## config.mk

```make
export PLATFORM = sky130hd
export DESIGN_NAME = boot_probe_round_robin_sequencer
export DESIGN_NICKNAME = d
export VERILOG_FILES = /design/src/rtl/core/bprr_pkg.sv /design/src/rtl/core/bprr_step.sv /design/src/rtl/core/boot_probe_round_robin_sequencer.sv
export SDC_FILE = /design/constraint.sdc
export NUM_CORES = 1
export LEC_CHECK = 0
export ABC_AREA = 1
export CORE_UTILIZATION = 55
export CTS_BUF_LIST = sky130_fd_sc_hd__clkbuf_4
export DETAILED_ROUTE_END_ITERATION = 10
export DONT_BUFFER_PORTS = 1
export PLACE_DENSITY_LB_ADDON = 0.08
export SLEW_MARGIN = 20
export SYNTH_ARGS = -nofsm -noshare
export SYNTH_HDL_FRONTEND = slang
export SYNTH_HIERARCHICAL = 1
export SYNTH_SLANG_ARGS = --single-unit
```

## constraint.sdc

```tcl
create_clock -name clk -period 8.4 [get_ports clk]
set_input_delay 0.42 -clock clk [delete_from_list [all_inputs] [get_ports clk]]
set_output_delay 0.42 -clock clk [all_outputs]
set_load 0.01 [all_outputs]
```

## src/rtl/core/bprr_pkg.sv

```systemverilog
// ----------------------------------------------------------------------------
// bprr_pkg
// Shared types and constants of the boot probe round-robin sequencer.
// ----------------------------------------------------------------------------
package bprr_pkg;

  // Timestamp width kept for elapsed-time arithmetic
  localparam int TIME_WIDTH    = 32;
  // Width of the slot zero attempt counter
  localparam int ATTEMPT_WIDTH = 8;

  // Fixed field and register widths
  localparam int NOW_W    = 32;
  localparam int CFG_W    = 32;
  localparam int LIMIT_W  = 8;
  localparam int CFG_IDX_W = 3;
  localparam int SLOT_N   = 3;
  localparam int SLOT_W   = 2;

  // Compare widths that hold both sides of a compare
  localparam int CMP_W = (TIME_WIDTH > CFG_W) ? TIME_WIDTH : CFG_W;
  localparam int ACMP_W = (ATTEMPT_WIDTH > LIMIT_W) ? ATTEMPT_WIDTH : LIMIT_W;

  // Configuration register indexes
  localparam logic [CFG_IDX_W-1:0] REG_SETTLE_TIME   = 3'd0;
  localparam logic [CFG_IDX_W-1:0] REG_MAX_TIME      = 3'd1;
  localparam logic [CFG_IDX_W-1:0] REG_RETRY_PERIOD  = 3'd2;
  localparam logic [CFG_IDX_W-1:0] REG_ATTEMPT_LIMIT = 3'd3;

  // Configuration reset values
  localparam logic [CFG_W-1:0]   SETTLE_RST  = 32'd100000;
  localparam logic [CFG_W-1:0]   MAX_RST     = 32'd5000000;
  localparam logic [CFG_W-1:0]   RETRY_RST   = 32'd100000;
  localparam logic [LIMIT_W-1:0] LIMIT_RST   = 8'd3;

  // Slot codes
  localparam logic [SLOT_W-1:0] SLOT_DEV0 = 2'd0;
  localparam logic [SLOT_W-1:0] SLOT_DEV1 = 2'd1;
  localparam logic [SLOT_W-1:0] SLOT_DEV2 = 2'd2;

  typedef struct packed {
    logic [CFG_W-1:0]   settle_time;
    logic [CFG_W-1:0]   max_time;
    logic [CFG_W-1:0]   retry_period;
    logic [LIMIT_W-1:0] attempt_limit;
  } cfg_t;

  typedef struct packed {
    logic                     started;
    logic [TIME_WIDTH-1:0]    start_stamp;
    logic [SLOT_N-1:0]        resolved;
    logic [SLOT_W-1:0]        cursor;
    logic [ATTEMPT_WIDTH-1:0] attempts;
    logic [TIME_WIDTH-1:0]    last_stamp;
  } seq_state_t;

  typedef struct packed {
    logic [NOW_W-1:0] now_time;
    logic             dev0_connected;
    logic             dev1_ready;
    logic             dev2_ready;
  } tick_t;

  typedef struct packed {
    logic              probe_valid;
    logic [SLOT_W-1:0] probe_slot;
    logic              forced_out;
    logic              all_resolved;
  } result_t;

endpackage

```

## src/rtl/core/bprr_step.sv

```systemverilog
// ----------------------------------------------------------------------------
// bprr_step
// Decision logic for one tick: settle and timeout checks, round-robin pick
// of the first unresolved due slot, and the probe's effect on the state.
// ----------------------------------------------------------------------------
module bprr_step (
  input  bprr_pkg::cfg_t       cfg,
  input  bprr_pkg::seq_state_t cur,
  input  bprr_pkg::tick_t      tick,
  output bprr_pkg::seq_state_t nxt,
  output bprr_pkg::result_t    res
);

  logic [bprr_pkg::TIME_WIDTH-1:0] now;
  logic [bprr_pkg::TIME_WIDTH-1:0] start_eff;
  logic [bprr_pkg::TIME_WIDTH-1:0] since;
  logic [bprr_pkg::TIME_WIDTH-1:0] since_last;
  logic                            settled;
  logic                            timed_out;
  logic                            dev0_due;
  logic [bprr_pkg::SLOT_N-1:0]     eligible;
  logic [bprr_pkg::ATTEMPT_WIDTH-1:0] attempts_inc;

  assign now        = bprr_pkg::TIME_WIDTH'(tick.now_time);
  assign start_eff  = cur.started ? cur.start_stamp : now;
  assign since      = now - start_eff;
  assign since_last = now - cur.last_stamp;
  assign settled    = bprr_pkg::CMP_W'(since) >= bprr_pkg::CMP_W'(cfg.settle_time);
  assign timed_out  = bprr_pkg::CMP_W'(since) >= bprr_pkg::CMP_W'(cfg.max_time);
  assign dev0_due   = (cur.attempts == '0) ||
                      (bprr_pkg::CMP_W'(since_last) >= bprr_pkg::CMP_W'(cfg.retry_period));

  // A slot is a candidate when unresolved; slot zero must also be due
  assign eligible = {~cur.resolved[2], ~cur.resolved[1], ~cur.resolved[0] & dev0_due};

  // Saturating attempt count after a slot zero probe
  assign attempts_inc = (&cur.attempts) ? cur.attempts :
                        cur.attempts + bprr_pkg::ATTEMPT_WIDTH'(1);

  always_comb begin
    logic [bprr_pkg::SLOT_W-1:0] base;
    logic [bprr_pkg::SLOT_W:0]   sum;
    logic [bprr_pkg::SLOT_W-1:0] slot;
    logic [bprr_pkg::SLOT_W-1:0] pick;
    logic                        found;

    nxt          = cur;
    nxt.started  = 1'b1;
    nxt.start_stamp = start_eff;
    res          = '0;
    found        = 1'b0;
    pick         = bprr_pkg::SLOT_DEV0;
    base         = (cur.cursor == 2'd3) ? bprr_pkg::SLOT_DEV0 : cur.cursor;

    // Walk the three slots from the cursor, keep the first candidate
    for (int i = 0; i < bprr_pkg::SLOT_N; i++) begin
      sum = {1'b0, base} + (bprr_pkg::SLOT_W + 1)'(i);
      if (sum >= (bprr_pkg::SLOT_W + 1)'(bprr_pkg::SLOT_N)) begin
        sum = sum - (bprr_pkg::SLOT_W + 1)'(bprr_pkg::SLOT_N);
      end
      slot = sum[bprr_pkg::SLOT_W-1:0];
      if (!found && eligible[slot]) begin
        found = 1'b1;
        pick  = slot;
      end
    end

    if (!(&cur.resolved) && settled) begin
      if (timed_out) begin
        // Force every slot resolved
        nxt.resolved   = '1;
        res.forced_out = 1'b1;
      end else if (found) begin
        res.probe_valid = 1'b1;
        res.probe_slot  = pick;
        nxt.cursor      = (pick == bprr_pkg::SLOT_DEV2) ? bprr_pkg::SLOT_DEV0 :
                          pick + bprr_pkg::SLOT_W'(1);
        case (pick)
          bprr_pkg::SLOT_DEV0: begin
            nxt.attempts   = attempts_inc;
            nxt.last_stamp = now;
            if (tick.dev0_connected ||
                (bprr_pkg::ACMP_W'(attempts_inc) >= bprr_pkg::ACMP_W'(cfg.attempt_limit))) begin
              nxt.resolved[0] = 1'b1;
            end
          end
          bprr_pkg::SLOT_DEV1: begin
            if (tick.dev1_ready) nxt.resolved[1] = 1'b1;
          end
          bprr_pkg::SLOT_DEV2: begin
            if (tick.dev2_ready) nxt.resolved[2] = 1'b1;
          end
          default: begin
            nxt.cursor = cur.cursor;
          end
        endcase
      end
    end

    res.all_resolved = &nxt.resolved;
  end

endmodule

```

## src/rtl/core/boot_probe_round_robin_sequencer.sv

```systemverilog
// ----------------------------------------------------------------------------
// boot_probe_round_robin_sequencer
// Probes three boot devices in round-robin order, one tick per request.
// ----------------------------------------------------------------------------
// Each input request is one tick and yields exactly one result. The block
// takes one tick per clock cycle unless the result side stalls; a tick is
// held in the input register, its result then in the result register. The
// sustained rate is set by the sequencer state loop, which the combinational
// step logic updates once per tick as it passes from the input register to
// the result register. A held result still lets one more tick be registered;
// after that the input stalls until the result is taken. Configuration is
// written through a plain write port and takes effect on the next tick.
module boot_probe_round_robin_sequencer (
  input  logic        clk,
  input  logic        rst_n,
  // in_tdata: now_time[31:0], dev0_connected[32], dev1_ready[33],
  //           dev2_ready[34], zero fill[39:35]
  input  logic        in_tvalid,
  output logic        in_tready,
  input  logic [39:0] in_tdata,
  // out_tdata: probe_valid[0], probe_slot[2:1], forced_out[3],
  //            all_resolved[4], zero fill[7:5]
  output logic        out_tvalid,
  input  logic        out_tready,
  output logic [7:0]  out_tdata,
  input  logic        cfg_we,
  input  logic [bprr_pkg::CFG_IDX_W-1:0] cfg_index,
  input  logic [bprr_pkg::CFG_W-1:0]     cfg_wdata
);

  bprr_pkg::cfg_t       cfg_r;
  bprr_pkg::seq_state_t state_r;
  bprr_pkg::seq_state_t state_nxt;
  bprr_pkg::tick_t      tick_r;
  bprr_pkg::result_t    res_nxt;
  bprr_pkg::result_t    res_r;
  logic                 in_v_r;
  logic                 out_v_r;
  logic                 advance;

  // Move the held tick into the result register when it has room
  assign advance   = in_v_r && (!out_v_r || out_tready);
  assign in_tready = !in_v_r || advance;

  // Write configuration registers; drop unknown indexes
  always_ff @(posedge clk) begin
    if (!rst_n) begin
      cfg_r.settle_time   <= bprr_pkg::SETTLE_RST;
      cfg_r.max_time      <= bprr_pkg::MAX_RST;
      cfg_r.retry_period  <= bprr_pkg::RETRY_RST;
      cfg_r.attempt_limit <= bprr_pkg::LIMIT_RST;
    end else if (cfg_we) begin
      case (cfg_index)
        bprr_pkg::REG_SETTLE_TIME:   cfg_r.settle_time   <= cfg_wdata;
        bprr_pkg::REG_MAX_TIME:      cfg_r.max_time      <= cfg_wdata;
        bprr_pkg::REG_RETRY_PERIOD:  cfg_r.retry_period  <= cfg_wdata;
        bprr_pkg::REG_ATTEMPT_LIMIT: cfg_r.attempt_limit <= cfg_wdata[bprr_pkg::LIMIT_W-1:0];
        default: begin
        end
      endcase
    end
  end

  // Hold the accepted tick
  always_ff @(posedge clk) begin
    if (!rst_n) begin
      in_v_r <= 1'b0;
    end else if (in_tready) begin
      in_v_r <= in_tvalid;
    end
  end

  always_ff @(posedge clk) begin
    if (in_tready && in_tvalid) begin
      tick_r.now_time       <= in_tdata[31:0];
      tick_r.dev0_connected <= in_tdata[32];
      tick_r.dev1_ready     <= in_tdata[33];
      tick_r.dev2_ready     <= in_tdata[34];
    end
  end

  bprr_step u_step (
    .cfg  (cfg_r),
    .cur  (state_r),
    .tick (tick_r),
    .nxt  (state_nxt),
    .res  (res_nxt)
  );

  // Advance the sequencer state once per tick
  always_ff @(posedge clk) begin
    if (!rst_n) begin
      state_r <= '0;
    end else if (advance) begin
      state_r <= state_nxt;
    end
  end

  // Result register
  always_ff @(posedge clk) begin
    if (!rst_n) begin
      out_v_r <= 1'b0;
    end else if (advance) begin
      out_v_r <= 1'b1;
    end else if (out_tready) begin
      out_v_r <= 1'b0;
    end
  end

  always_ff @(posedge clk) begin
    if (advance) begin
      res_r <= res_nxt;
    end
  end

  assign out_tvalid = out_v_r;
  assign out_tdata  = {3'b000, res_r.all_resolved, res_r.forced_out,
                       res_r.probe_slot, res_r.probe_valid};

endmodule
```

==> impl_metrics.yaml <==
power:
  swShare_pct: 37.6
  p_seq_share_pct: 33.2
  p_int_w: 0.00227
  p_comb_share_pct: 36.7
  power_frac_clock_pct: 30.0
  peakVddDrop_mv: 0.101
  p_sw_w: 0.00137
  power_density_nw_per_um2: 209
  p_leak_nw: 8.20
global_routing:
  grt_overflow: 0
  grt_pass1_wl_um: 66900
  grt_max_degree: 184
  track_usage_pct: 28.9
  first_global_vias: 13600
  antenna_found_initial: 1
placed_design:
  place_congestion: 0.888
  dpl_cell_area_um2: 15900
  placed_cells: 2583
  place.port_buffers: 0
  hpwl_um: 29000
worst_setup_path:
  worstReg2RegEnd: "state_r[5]"
  r2r_start: "state_r[77]"
  cp_common_cell: "nand2_1"
  crit_path_end_kind: "flip-flop"
  crit_start: "state_r[77]"
  cp-endpoint: "state_r[5]"
  cp-start-kind: "flip-flop"
  rrSetupSlack_ns: 1.46
  slowest_delay_ns: 0.56
  arrival_ns: 7.57
  crit_fanout: 59
  required_ns: 9.03
  critical_path_class: "reg2reg"
  worstRegToRegCells: 34
  slowest_stage: "inv_4"
final_layout:
  area_delta_synth_final_pct: 10.8
  nNetsFinal: 2597
  seqCellArea_um2: 4890
  fin_cells: 2774
  postLayoutCoreUtil_pct: 62.3
  nFillCells: 2650
  finish.instance_area_um2: 17500
  drive_above_1_share_pct: 7.23
  multi_input_area_um2: 9290
clocking:
  cts_resized: 0
  root_buffer: "clkbuf_4"
  clk_latency_ns: 0.70
  clock_sink_count: 224
  cts_setup_buffers: 0
  clockBufferDepth: 3
  hold_buffers: 67
  cts_made_buffers: 69
  htree_levels: 3
  clk_pin_slew_ns: 0.06
  cts_tree: "yes"
logic_synthesis:
  synth.cells.most_frequent: "nand2_1 (454), nor2_1 (358), inv_1 (303), dfxtp_1 (184), ha_1 (172)"
  syn_area_um2: 15800
  synth_top_area_share_pct: 23.4
  synth_area_leader_cell: "dfxtp_1"
  synth_area_leaders: "dfxtp_1 (23%), ha_1 (14%), nand2_1 (11%)"
  yosysSeqAreaShare_pct: 31.0
  ys_ff_latch: 224
  async_flop_share_pct: 0
  avgSynthCellArea_um2: 6.91
  synth_edf_count: 40
  ys.warnings.count: 6
  synth_flop_cell: "dfxtp_1"
  yosys.cell_types.count: 46
  synth_cells: 2282
  yosysMostFrequentCell: "nand2_1"
die:
  die_w_um: 171
  die_h_um: 171
  start_util_pct: 56.3
  fp.dieArea_um2: 29300
  core_um2: 28000
  row_count: 61
  num_io_pins: 90
timing:
  hold_slack_ns: 0.0936
  period_share_pct: 82.7
  skew_ns: 0.0322
  slew_violations: 0
  finalSetupViolations: 0
  setup-tns-final_ns: 0
  finalHoldViolCount: 0
  min_period_ns: 6.94
  slew-limit-headroom_pct: 29.3
  max_slew.worst_pin.slew_ns: 1.06
  rsz0062_at_grt: "false"
  fmax_mhz: 144
detailed_routing:
  wire_per_inst_um: 15.0
  ant_nets: 0
  vias: 14500
  first_pass_iters: 10
  drc: 0
  wl_um: 41600
  drt_iter0_drc: 878
  routed_via_density: 5.23
status:
  status: "finished, final reports clean"
min_path:
  holdCritPathClass: "in2reg"
job:
  drv_cap: 0
==> metrics by stage <==
stage	setup slack [ns]	total power (W)
after global routing	0.803	0.00393
after detailed placement	1.64	0.00251
after global placement	1.72	0.00247
final	1.46	0.00364
after CTS	1.59	0.00367
after floorplan	3.54	0.00224
==> layout by cell type (no fill, tap or decap), types with 13 or more instances in the layout <==
| cell type | instances |
|---|---|
| nand2_1 | 453 |
| nor2_1 | 358 |
| inv_1 | 302 |
| dfxtp_1 | 183 |
| ha_1 | 172 |
| nand3_1 | 157 |
| a21oi_1 | 148 |
| clkbuf_4 | 106 |
| nand3b_1 | 81 |
| o21ai_0 | 74 |
| dlygate4sd3_1 | 66 |
| xor2_1 | 51 |
| edfxtp_1 | 40 |
| o21ai_1 | 38 |
| or2_2 | 30 |
| nor3_1 | 16 |
| xnor2_1 | 14 |
| clkinv_1 | 13 |
==> cell type report <==
type	instances	share of cell area (%)
repair buffers	79	4.46
inverters	306	6.59
multi-input cells	1663	53.2
clock inverters	16	0.494
diodes	2	0.0287
clock buffers	106	4.56
flip-flops and latches	224	28.0
well taps	378	2.71
==> worst min-delay path by stage <==
stage                            start         to  slack, ns  cells past startpoint
after CTS                   out_tready     in_v_r       0.03                      3
after global routing      cfg_wdata[6]   cfg_r[6]       0.07                      4
after global placement       cfg_r[81]  cfg_r[81]       0.44                      2
final                     cfg_wdata[6]  cfg_r[78]       0.09                      4
after detailed placement     cfg_r[77]  cfg_r[77]       0.44                      2
after floorplan               cfg_r[1]   cfg_r[1]       0.43                      2
==> layer usage <==
layer  track usage [%]  part of all wire (%)  vias up
met3              4.60                   4.4      107
met2              51.4                    48      336
met4              12.8                   3.9        0
li1                  -                     -     7505
met1              34.1                    43     6568
met5                 0                     0        -
==> flip-flops by register name, indices dropped and copies added, names as in the netlist <==
register / count
cfg_r: 104
in_v_r: 1
out_tdata: 5
out_tvalid: 1
state_r: 78
tick_r: 35
==> kinds of logic (layout without fill, tap and decap cells) <==
kind of cell | after synthesis | after routing | synth area share [%]
compound gates | 299 | 299 | 10.2
xor+xnor | 65 | 65 | 3.61
fa+ha+maj | 174 | 174 | 13.9
buf+inv | 397 | 507 | 10.2
flops | 224 | 224 | 31.0
other cells | 2 | 6 | 0.0477
simple gates | 1121 | 1121 | 31.1
==> critical path, delay by kind of cell, from the launching register on <==
| family | cells | cell delay [ns] |
|---|---|---|
| buffers and inverters | 5 | 1.39 |
| adder cells (fa/ha/maj) | 2 | 0.68 |
| flip-flops | 1 | 0.34 |
| AND/OR/NAND/NOR | 14 | 1.73 |
| AO/OA/AOI/OAI | 12 | 2.39 |
| XOR/XNOR | 1 | 0.31 |
==> power groups by stage <==
stage	sequential, W	clock (W)	combinational [W]
finish	0.00121	0.00109	0.00134
global route	0.00122	0.00119	0.00152
CTS	0.00121	0.00113	0.00133
detailed placement	0.00123	0	0.00128
global placement	0.00123	0	0.00124
floorplan	0.00122	0	0.00102
Note: power is estimated with default switching activity, not from simulation.
